--- src/design/gww_pkg.sv ---
// Package for the greedy word wrap unit: payload types, codes, limits and helpers.
`default_nettype none

package gww_pkg;

	localparam int MaxWidth   = 255;
	localparam int MaxTextLen = 65536;

	localparam logic [16:0] TextCap  = (MaxTextLen - 1 > 65535) ? 17'd65535
		: 17'(MaxTextLen - 1);
	localparam logic [16:0] LinesCap = 17'd65536;

	localparam logic [7:0] ChNewline    = 8'd10;
	localparam logic [7:0] ChSpace      = 8'd32;
	localparam logic [7:0] BoxWidthRst  = 8'd70;
	localparam logic [7:0] FillMax      = 8'd255;

	localparam int QueueDepth = 3;

	typedef enum logic {
		KindLine    = 1'b0,
		KindSummary = 1'b1
	} kind_t;

	typedef struct packed {
		logic [7:0] character;
		logic       end_of_text;
	} gww_in_t;

	typedef struct packed {
		kind_t       result_kind;
		logic [15:0] line_start;
		logic [7:0]  line_length;
		logic [16:0] line_total;
		logic        last_result;
	} gww_out_t;

	typedef struct packed {
		logic [1:0] n;
		gww_out_t   r0;
		gww_out_t   r1;
	} gww_push_t;

	function automatic logic [15:0] sat_pos(logic [15:0] a, logic [8:0] b);
		logic [16:0] s;
		s = {1'b0, a} + {8'b0, b};
		return (s > TextCap) ? TextCap[15:0] : s[15:0];
	endfunction

	function automatic logic [7:0] clamp_width(logic [7:0] w);
		logic [7:0] c;
		c = (w == 8'd0) ? 8'd1 : w;
		return (32'(c) > MaxWidth) ? 8'(MaxWidth) : c;
	endfunction

	function automatic gww_out_t mk_line(logic [15:0] start, logic [7:0] len, logic last);
		gww_out_t r;
		r.result_kind = KindLine;
		r.line_start  = start;
		r.line_length = len;
		r.line_total  = 17'd0;
		r.last_result = last;
		return r;
	endfunction

	function automatic gww_out_t mk_summary(logic [16:0] total);
		gww_out_t r;
		r.result_kind = KindSummary;
		r.line_start  = 16'd0;
		r.line_length = 8'd0;
		r.line_total  = total;
		r.last_result = 1'b1;
		return r;
	endfunction

endpackage

`default_nettype wire

--- src/design/greedy_word_wrap_unit.sv ---
// Greedy word wrap unit top level: input channel, config write, result channel.
// Results of an accepted transaction are written into the result queue and presented from its head.
// One character is accepted per cycle while char_stall is low; an end transaction with a
// tail line puts out two results, the line and then the summary.
// char_stall is high while two or more results wait in the three-entry queue.
// Reset clears the line state and the queue and sets box width to 70.
`default_nettype none

module greedy_word_wrap_unit import gww_pkg::*; (
	input  wire logic       clk,
	input  wire logic       arst_n,
	input  wire logic       cfg_we,
	input  wire logic [7:0] cfg_wdata,
	input  wire logic       char_valid,
	output logic            char_stall,
	input  wire gww_in_t    char_data,
	output logic            line_valid,
	input  wire logic       line_stall,
	output gww_out_t        line_data
);

	gww_push_t push;
	logic      room_for_two;
	logic      accept;
	logic      pop;

	assign char_stall = !room_for_two;
	assign accept     = char_valid && room_for_two;
	assign pop        = line_valid && !line_stall;

	gww_core u_core (
		.clk       (clk),
		.arst_n    (arst_n),
		.cfg_we    (cfg_we),
		.cfg_wdata (cfg_wdata),
		.accept    (accept),
		.item      (char_data),
		.push      (push)
	);

	gww_queue u_queue (
		.clk          (clk),
		.arst_n       (arst_n),
		.push         (push),
		.pop          (pop),
		.head         (line_data),
		.nonempty     (line_valid),
		.room_for_two (room_for_two)
	);

endmodule

`default_nettype wire

--- src/design/gww_core.sv ---
// Line breaking state and per-transaction next-state and result logic.
`default_nettype none

module gww_core import gww_pkg::*; (
	input  wire logic      clk,
	input  wire logic      arst_n,
	input  wire logic      cfg_we,
	input  wire logic [7:0] cfg_wdata,
	input  wire logic      accept,
	input  wire gww_in_t   item,
	output gww_push_t      push
);

	logic [7:0]  box_width_q;
	logic [15:0] pos_q;
	logic [15:0] begin_q;
	logic [7:0]  fill_q;
	logic        seen_q;
	logic [7:0]  at_q;
	logic [16:0] lines_q;

	logic [15:0] pos_d;
	logic [15:0] begin_d;
	logic [7:0]  fill_d;
	logic        seen_d;
	logic [7:0]  at_d;
	logic [16:0] lines_d;

	always_comb begin
		logic [7:0]  w;
		logic        nl;
		logic        sp;
		logic        full;
		logic        brk_sp;
		logic [8:0]  adv;
		logic [7:0]  brk_len;
		logic [8:0]  fill_sub;
		logic [7:0]  fill_b;
		logic [15:0] begin_b;
		logic        seen_b;
		logic [7:0]  at_b;
		logic [16:0] lines_inc;
		logic        emit;
		logic        tail;

		w         = clamp_width(box_width_q);
		nl        = (item.character == ChNewline);
		sp        = (item.character == ChSpace);
		full      = !nl && (fill_q >= w);
		brk_sp    = seen_q && (at_q != 8'd0);
		adv       = brk_sp ? ({1'b0, at_q} + 9'd1) : {1'b0, w};
		brk_len   = brk_sp ? at_q : w;
		fill_sub  = {1'b0, fill_q} - adv;
		fill_b    = full ? fill_sub[7:0] : fill_q;
		begin_b   = full ? sat_pos(begin_q, adv) : begin_q;
		seen_b    = full ? 1'b0 : seen_q;
		at_b      = full ? 8'd0 : at_q;
		lines_inc = (lines_q == LinesCap) ? lines_q : lines_q + 17'd1;
		emit      = full || nl;
		tail      = (fill_q != 8'd0) || (lines_q == 17'd0);

		pos_d   = pos_q;
		begin_d = begin_q;
		fill_d  = fill_q;
		seen_d  = seen_q;
		at_d    = at_q;
		lines_d = lines_q;
		push.n  = 2'd0;
		push.r0 = mk_line(begin_q, nl ? fill_q : brk_len, 1'b1);
		push.r1 = mk_summary(tail ? lines_inc : lines_q);

		if (accept) begin
			if (item.end_of_text) begin
				pos_d   = 16'd0;
				begin_d = 16'd0;
				fill_d  = 8'd0;
				seen_d  = 1'b0;
				at_d    = 8'd0;
				lines_d = 17'd0;
				if (tail) begin
					push.n  = 2'd2;
					push.r0 = mk_line(begin_q, fill_q, 1'b0);
				end else begin
					push.n  = 2'd1;
					push.r0 = mk_summary(lines_q);
				end
			end else begin
				pos_d   = sat_pos(pos_q, 9'd1);
				push.n  = emit ? 2'd1 : 2'd0;
				lines_d = emit ? lines_inc : lines_q;
				if (nl) begin
					begin_d = sat_pos(pos_q, 9'd1);
					fill_d  = 8'd0;
					seen_d  = 1'b0;
					at_d    = 8'd0;
				end else begin
					begin_d = begin_b;
					fill_d  = (fill_b == FillMax) ? FillMax : fill_b + 8'd1;
					seen_d  = sp ? 1'b1 : seen_b;
					at_d    = sp ? fill_b : at_b;
				end
			end
		end
	end

	always_ff @(posedge clk or negedge arst_n) begin
		if (!arst_n) begin
			box_width_q <= BoxWidthRst;
			pos_q       <= 16'd0;
			begin_q     <= 16'd0;
			fill_q      <= 8'd0;
			seen_q      <= 1'b0;
			at_q        <= 8'd0;
			lines_q     <= 17'd0;
		end else begin
			if (cfg_we) begin
				box_width_q <= cfg_wdata;
			end
			pos_q   <= pos_d;
			begin_q <= begin_d;
			fill_q  <= fill_d;
			seen_q  <= seen_d;
			at_q    <= at_d;
			lines_q <= lines_d;
		end
	end

	a_end_clears: assert property (@(posedge clk) disable iff (!arst_n)
		accept && item.end_of_text |=> pos_q == 16'd0 && lines_q == 17'd0 && fill_q == 8'd0)
		else $error("end transaction did not clear line state");

	a_char_one_result: assert property (@(posedge clk) disable iff (!arst_n)
		accept && !item.end_of_text |-> push.n == 2'd0 || push.n == 2'd1)
		else $error("character transaction produced more than one line");

	a_end_summary_last: assert property (@(posedge clk) disable iff (!arst_n)
		accept && item.end_of_text |->
			(push.n == 2'd2 && push.r1.result_kind == KindSummary) ||
			(push.n == 2'd1 && push.r0.result_kind == KindSummary))
		else $error("end transaction without closing summary");

endmodule

`default_nettype wire

--- src/design/gww_queue.sv ---
// Three-entry result queue taking up to two results per cycle.
`default_nettype none

module gww_queue import gww_pkg::*; (
	input  wire logic      clk,
	input  wire logic      arst_n,
	input  wire gww_push_t push,
	input  wire logic      pop,
	output gww_out_t       head,
	output logic           nonempty,
	output logic           room_for_two
);

	gww_out_t   entry_q [QueueDepth];
	logic [1:0] wr_q;
	logic [1:0] rd_q;
	logic [1:0] count_q;

	function automatic logic [1:0] inc3(logic [1:0] p);
		return (p == 2'(QueueDepth - 1)) ? 2'd0 : p + 2'd1;
	endfunction

	assign head         = entry_q[rd_q];
	assign nonempty     = (count_q != 2'd0);
	assign room_for_two = (count_q < 2'd2);

	always_ff @(posedge clk) begin
		if (push.n != 2'd0) begin
			entry_q[wr_q] <= push.r0;
		end
		if (push.n == 2'd2) begin
			entry_q[inc3(wr_q)] <= push.r1;
		end
	end

	always_ff @(posedge clk or negedge arst_n) begin
		if (!arst_n) begin
			wr_q    <= 2'd0;
			rd_q    <= 2'd0;
			count_q <= 2'd0;
		end else begin
			unique case (push.n)
				2'd1:    wr_q <= inc3(wr_q);
				2'd2:    wr_q <= inc3(inc3(wr_q));
				default: wr_q <= wr_q;
			endcase
			if (pop) begin
				rd_q <= inc3(rd_q);
			end
			count_q <= count_q + push.n - {1'b0, pop};
		end
	end

	a_no_overflow: assert property (@(posedge clk) disable iff (!arst_n)
		(32'(count_q) + 32'(push.n) - 32'(pop)) <= QueueDepth)
		else $error("result queue overflow");

	a_no_underflow: assert property (@(posedge clk) disable iff (!arst_n)
		pop |-> count_q != 2'd0)
		else $error("result queue underflow");

endmodule

`default_nettype wire

--- config.mk ---
export PLATFORM = sky130hd
export DESIGN_NAME = greedy_word_wrap_unit
export DESIGN_NICKNAME = d
export VERILOG_FILES = /design/src/design/gww_pkg.sv /design/src/design/greedy_word_wrap_unit.sv /design/src/design/gww_core.sv /design/src/design/gww_queue.sv
export SDC_FILE = /design/constraint.sdc
export NUM_CORES = 1
export LEC_CHECK = 0
export ABC_AREA = 0
export BUFFER_PORTS_ARGS = -buffer_cell sky130_fd_sc_hd__clkbuf_2
export CAP_MARGIN = 20
export CORE_UTILIZATION = 40
export DETAILED_ROUTE_END_ITERATION = 10
export GPL_TIMING_DRIVEN = 0
export PLACE_DENSITY = 0.69
export SYNTH_ARGS = -nofsm -noshare
export SYNTH_HDL_FRONTEND = slang
export SYNTH_SLANG_ARGS = --single-unit
--- constraint.sdc ---
create_clock -name clk -period 4.7 [get_ports clk]
set_input_delay 0.705 -clock clk [delete_from_list [all_inputs] [get_ports clk]]
set_output_delay 0.705 -clock clk [all_outputs]
set_load 0.03 [all_outputs]
==> summary.md <==
| Metric | Value |
|---|---|
| Status | `completed` |
| Avg Inst Size Synth | `8.886 um2` |
| Crit path kind | `reg2reg` |
| FP Rows | `63` |
| Area of the core | `29640 um2` |
| Gate Count Post-Synth | `1354` |
| DP HPWL | `~25 mm` |
| Clock root buffer | `clkbuf_16` |
| Power Total | `0.006955 W` |
| Number of synthesized register bits | `209` |
| FMAX | `approximately 0.22 GHz` |
| Dominant synthesized flop cell | `dfxtp_1` |
| Biggest fanout along the worst timing path | `10` |
| First-pass GRT wire length | `54.31 mm` |
| I/O pins | `67` |
| Maxcap violations | `0` |
| CTS sink cnt | `209` |
| DRT antenna net count | `0` |
| Seq pwr share | `0.351` |
| Detail-routed net length per standard cell | `18.52 um` |
| DRT Pass-1 Iters | `6` |
| Cell Pwr Density | `501.2 nW/um2` |
| Worst endpoint required time | `5.13 ns` |
| Worst-Margin Slew | `0.9976 ns` |
| Post-route clock period utilization | `0.9745` |
| Vias per cell | `5.791` |
| Port Buffer Count | `66` |
| RSZ-0062 raised after global routing | `true` |
| Clock power share | `0.262` |
| Synth top area cells | `dfrtp_1 16%, dfxtp_1 13%, edfxtp_1 13%` |
| GRT Residual Overflow | `0` |
| CTS tree | `done` |
| Worst-path clk slew | `0.06 ns` |
| Asr flop ratio synth | `0.3828` |
| Fin util | `0.4682` |
| Slew headroom | `0.3313` |
| Net Switching | `0.002805 W` |
| Clock Skews | `around 0.020 ns` |
| Syn nets | `1415` |
| Leakage power | `5.719 nW` |
| Final slew viol count | `0` |
| Synthesized cell area | `12030 um2` |
| Critical R2R Capture | `u_core.fill_q[7]` |
| CTS max path bufs | `3` |
| Crit end category | `register` |
| Synth area leader | `dfrtp_1` |
| Initial core utilization | `0.4059` |
| Latest clock arrival within the worst-skew pair | `0.53 ns` |
| Drt initial violations | `a little under 1000` |
| GRT Util Overall | `0.2190` |
| Fraction of layout cells with a size suffix above 1 | `0.1322` |
| Setup crit start kind | `register` |
| N_diodes | `0` |
| Die area | `a little over 30000 um2` |
| Vert. Die Dim | `175.4 um` |
| Initial antenna violation count | `0` |
| Reg2Reg Depth | `14` |
| Final routed DRC violation total | `0` |
| HP Class | `in2async` |
| Seq/Total Area, Yosys | `0.4238` |
| Total number of vias | `between 10000 and 15000` |
| Met1 usage | `0.3030` |
| H-tree levels | `1` |
| Worst VDD drop | `between 200 and 300 uV` |
| Layout Nets | `1513` |
| Area growth, synth to finish | `15.33%` |
| Final min period | `4.580 ns` |
| Syn. warnings | `0` |
| Gr busiest metal | `met2` |
| Yosys cell types | `77` |
| Die width | `175.4 um` |
| Met3 Use GR | `0.03182` |
| Setup TNS | `0 ns` |
| Met2 usage | `0.3583` |
| Final setup vio count | `0` |
| R2r startpoint | `u_core.at_q[0]` |
| Fin. Hold Viols | `0` |
| Internal | `between 0.004 and 0.005 W` |
| Pin count of the biggest net entering global routing | `51` |
| CTS Buf Count | `23` |
| Post-synth EDFFs | `51` |
| Vias in the first global route | `roughly 10000` |
| FF-to-FF setup slack | `0.12 ns` |
| Routed WL | `34.41 mm` |
| Combinational power share | `0.387` |
| Routability-driven placement congestion ratio | `a little over 0.9` |
| Crit path DAT | `~5.0 ns` |
| Switching Fraction | `0.4034` |
| # hold bufs at CTS | `0` |
| Yosys top cell area share | `0.1601` |
-- power groups by stage --
stage	clock [W]	combinational [W]	sequential, W
floorplan	0	0.00185	0.00239
global placement	0	0.00252	0.00245
detailed placement	0	0.00257	0.00246
CTS	0.00184	0.00262	0.00243
global route	0.00193	0.00292	0.00247
finish	0.00182	0.00269	0.00244
-- cell type report --
class	count	area, um2
plain buffers	85	406.6
clock buffers	30	621.8
clock inverters	11	135.1
fillers	2866	15760
inverters	47	187.7
multi-input cells	1010	6510
flip-flops and latches	209	5099
well taps	390	488.0
repair buffers	76	427.9
-- logic make-up (layout without fill, tap and decap cells) --
family / count (synthesis) / in the layout / synth area share
compound gates: 409 / 409 / 0.2275
xor+xnor: 41 / 41 / 0.03047
fa+ha+maj: 39 / 39 / 0.04181
buf+inv: 135 / 249 / 0.04794
flops: 209 / 209 / 0.4238
mux: 61 / 61 / 0.05127
simple gates: 460 / 460 / 0.1772
-- worst max-delay path: stages, from the launching register on --
cell and delay, ns:
dfrtp_1 0.47, inv_1 0.12, ha_1 0.14, or4b_4 0.50, o41ai_4 0.42, buf_4 0.23
mux2_2 0.41, fa_1 0.45, nand2b_1 0.20, a21oi_2 0.20, nor4_1 0.10, a311oi_2 0.36
nor4_1 0.14, or4_1 0.48, a32o_1 0.27
-- state kept, by name, indices dropped and copies added (netlist names), 2 cells and up --
name	cells
u_core.fill_q	8
u_queue.rd_q	2
u_queue.wr_q	2
u_core.begin_q	16
u_core.pos_q	16
u_core.at_q	8
u_core.box_width_q	8
u_queue.count_q	2
u_queue.entry_q	129
u_core.lines_q	17
-- stage by stage --
stage | setup slack, ns | std cells | cell area (um2) | hold WS, ns
2_1_floorplan | 0.2793 | 1354 | 12030 | 0.4094
3_3_place_gp | -0.7835 | 1810 | 12850 | 0.4319
3_5_place_dp | -0.8604 | 1811 | 12880 | 0.4418
4_1_cts | 0.01112 | 1853 | 13750 | 0.1917
5_1_grt | -0.07658 | 1858 | 13880 | 0.1896
6_report | 0.1197 | 1858 | 13880 | 0.1633
-- worst max-delay path by stage --
stage / start / endpoint / slack (ns) / cells past startpoint
2_1_floorplan: u_core.at_q[0] / u_core.fill_q[7] / 0.28 / 14
3_3_place_gp: u_core.box_width_q[6] / u_queue.entry_q[0][13] / -0.78 / 15
3_5_place_dp: u_core.box_width_q[6] / u_queue.entry_q[0][15] / -0.86 / 15
4_1_cts: u_core.box_width_q[6] / u_queue.entry_q[1][9] / 0.01 / 17
5_1_grt: u_core.at_q[0] / u_core.fill_q[6] / -0.08 / 15
6_report: u_core.at_q[0] / u_core.fill_q[7] / 0.12 / 14
-- placed cells by master, fill, tap and decap left out, drive strengths merged, types with 27 or more instances in the layout --
master,synthesis,routed
a21oi,46,46
a22o,71,71
buf,16,27
clkbuf,71,163
dfrtp,77,77
dfxtp,78,78
edfxtp,51,51
ha,37,37
inv,47,47
mux2i,56,56
nand2,190,190
nand3,45,45
nor2,100,100
nor3,27,27
o21ai,164,164
o31ai,33,33
-- synthesized netlist by cell type, types with 11 or more instances --
cell        n
nand2_1   190
a21oi_1    46
ha_1       37
mux2i_1    56
nand3_1    45
nand4_1    11
o31ai_1    33
nor3_1     25
nor4_1     13
edfxtp_1   51
a22o_1     71
dfrtp_1    77
xnor2_1    23
dfxtp_1    78
inv_1      47
o21ai_0   162
a21o_1     12
nor2_1    100
xor2_1     17
and3_1     19
clkbuf_1   67
-- routing by layer --
layer  part of all wire  up-vias
li1                   -     5154
met1               0.46     5204
met2               0.46      353
met3              0.061       48
met4              0.021        0
met5                  0        -
-- what timing repair did --
item                       in CTS  in global routing
buffers inserted                4                  5
setup endpoints to repair     204                171
pin swaps                       2                  1
gates resized for setup        24                 34
Power figures use the tool's default switching activity.
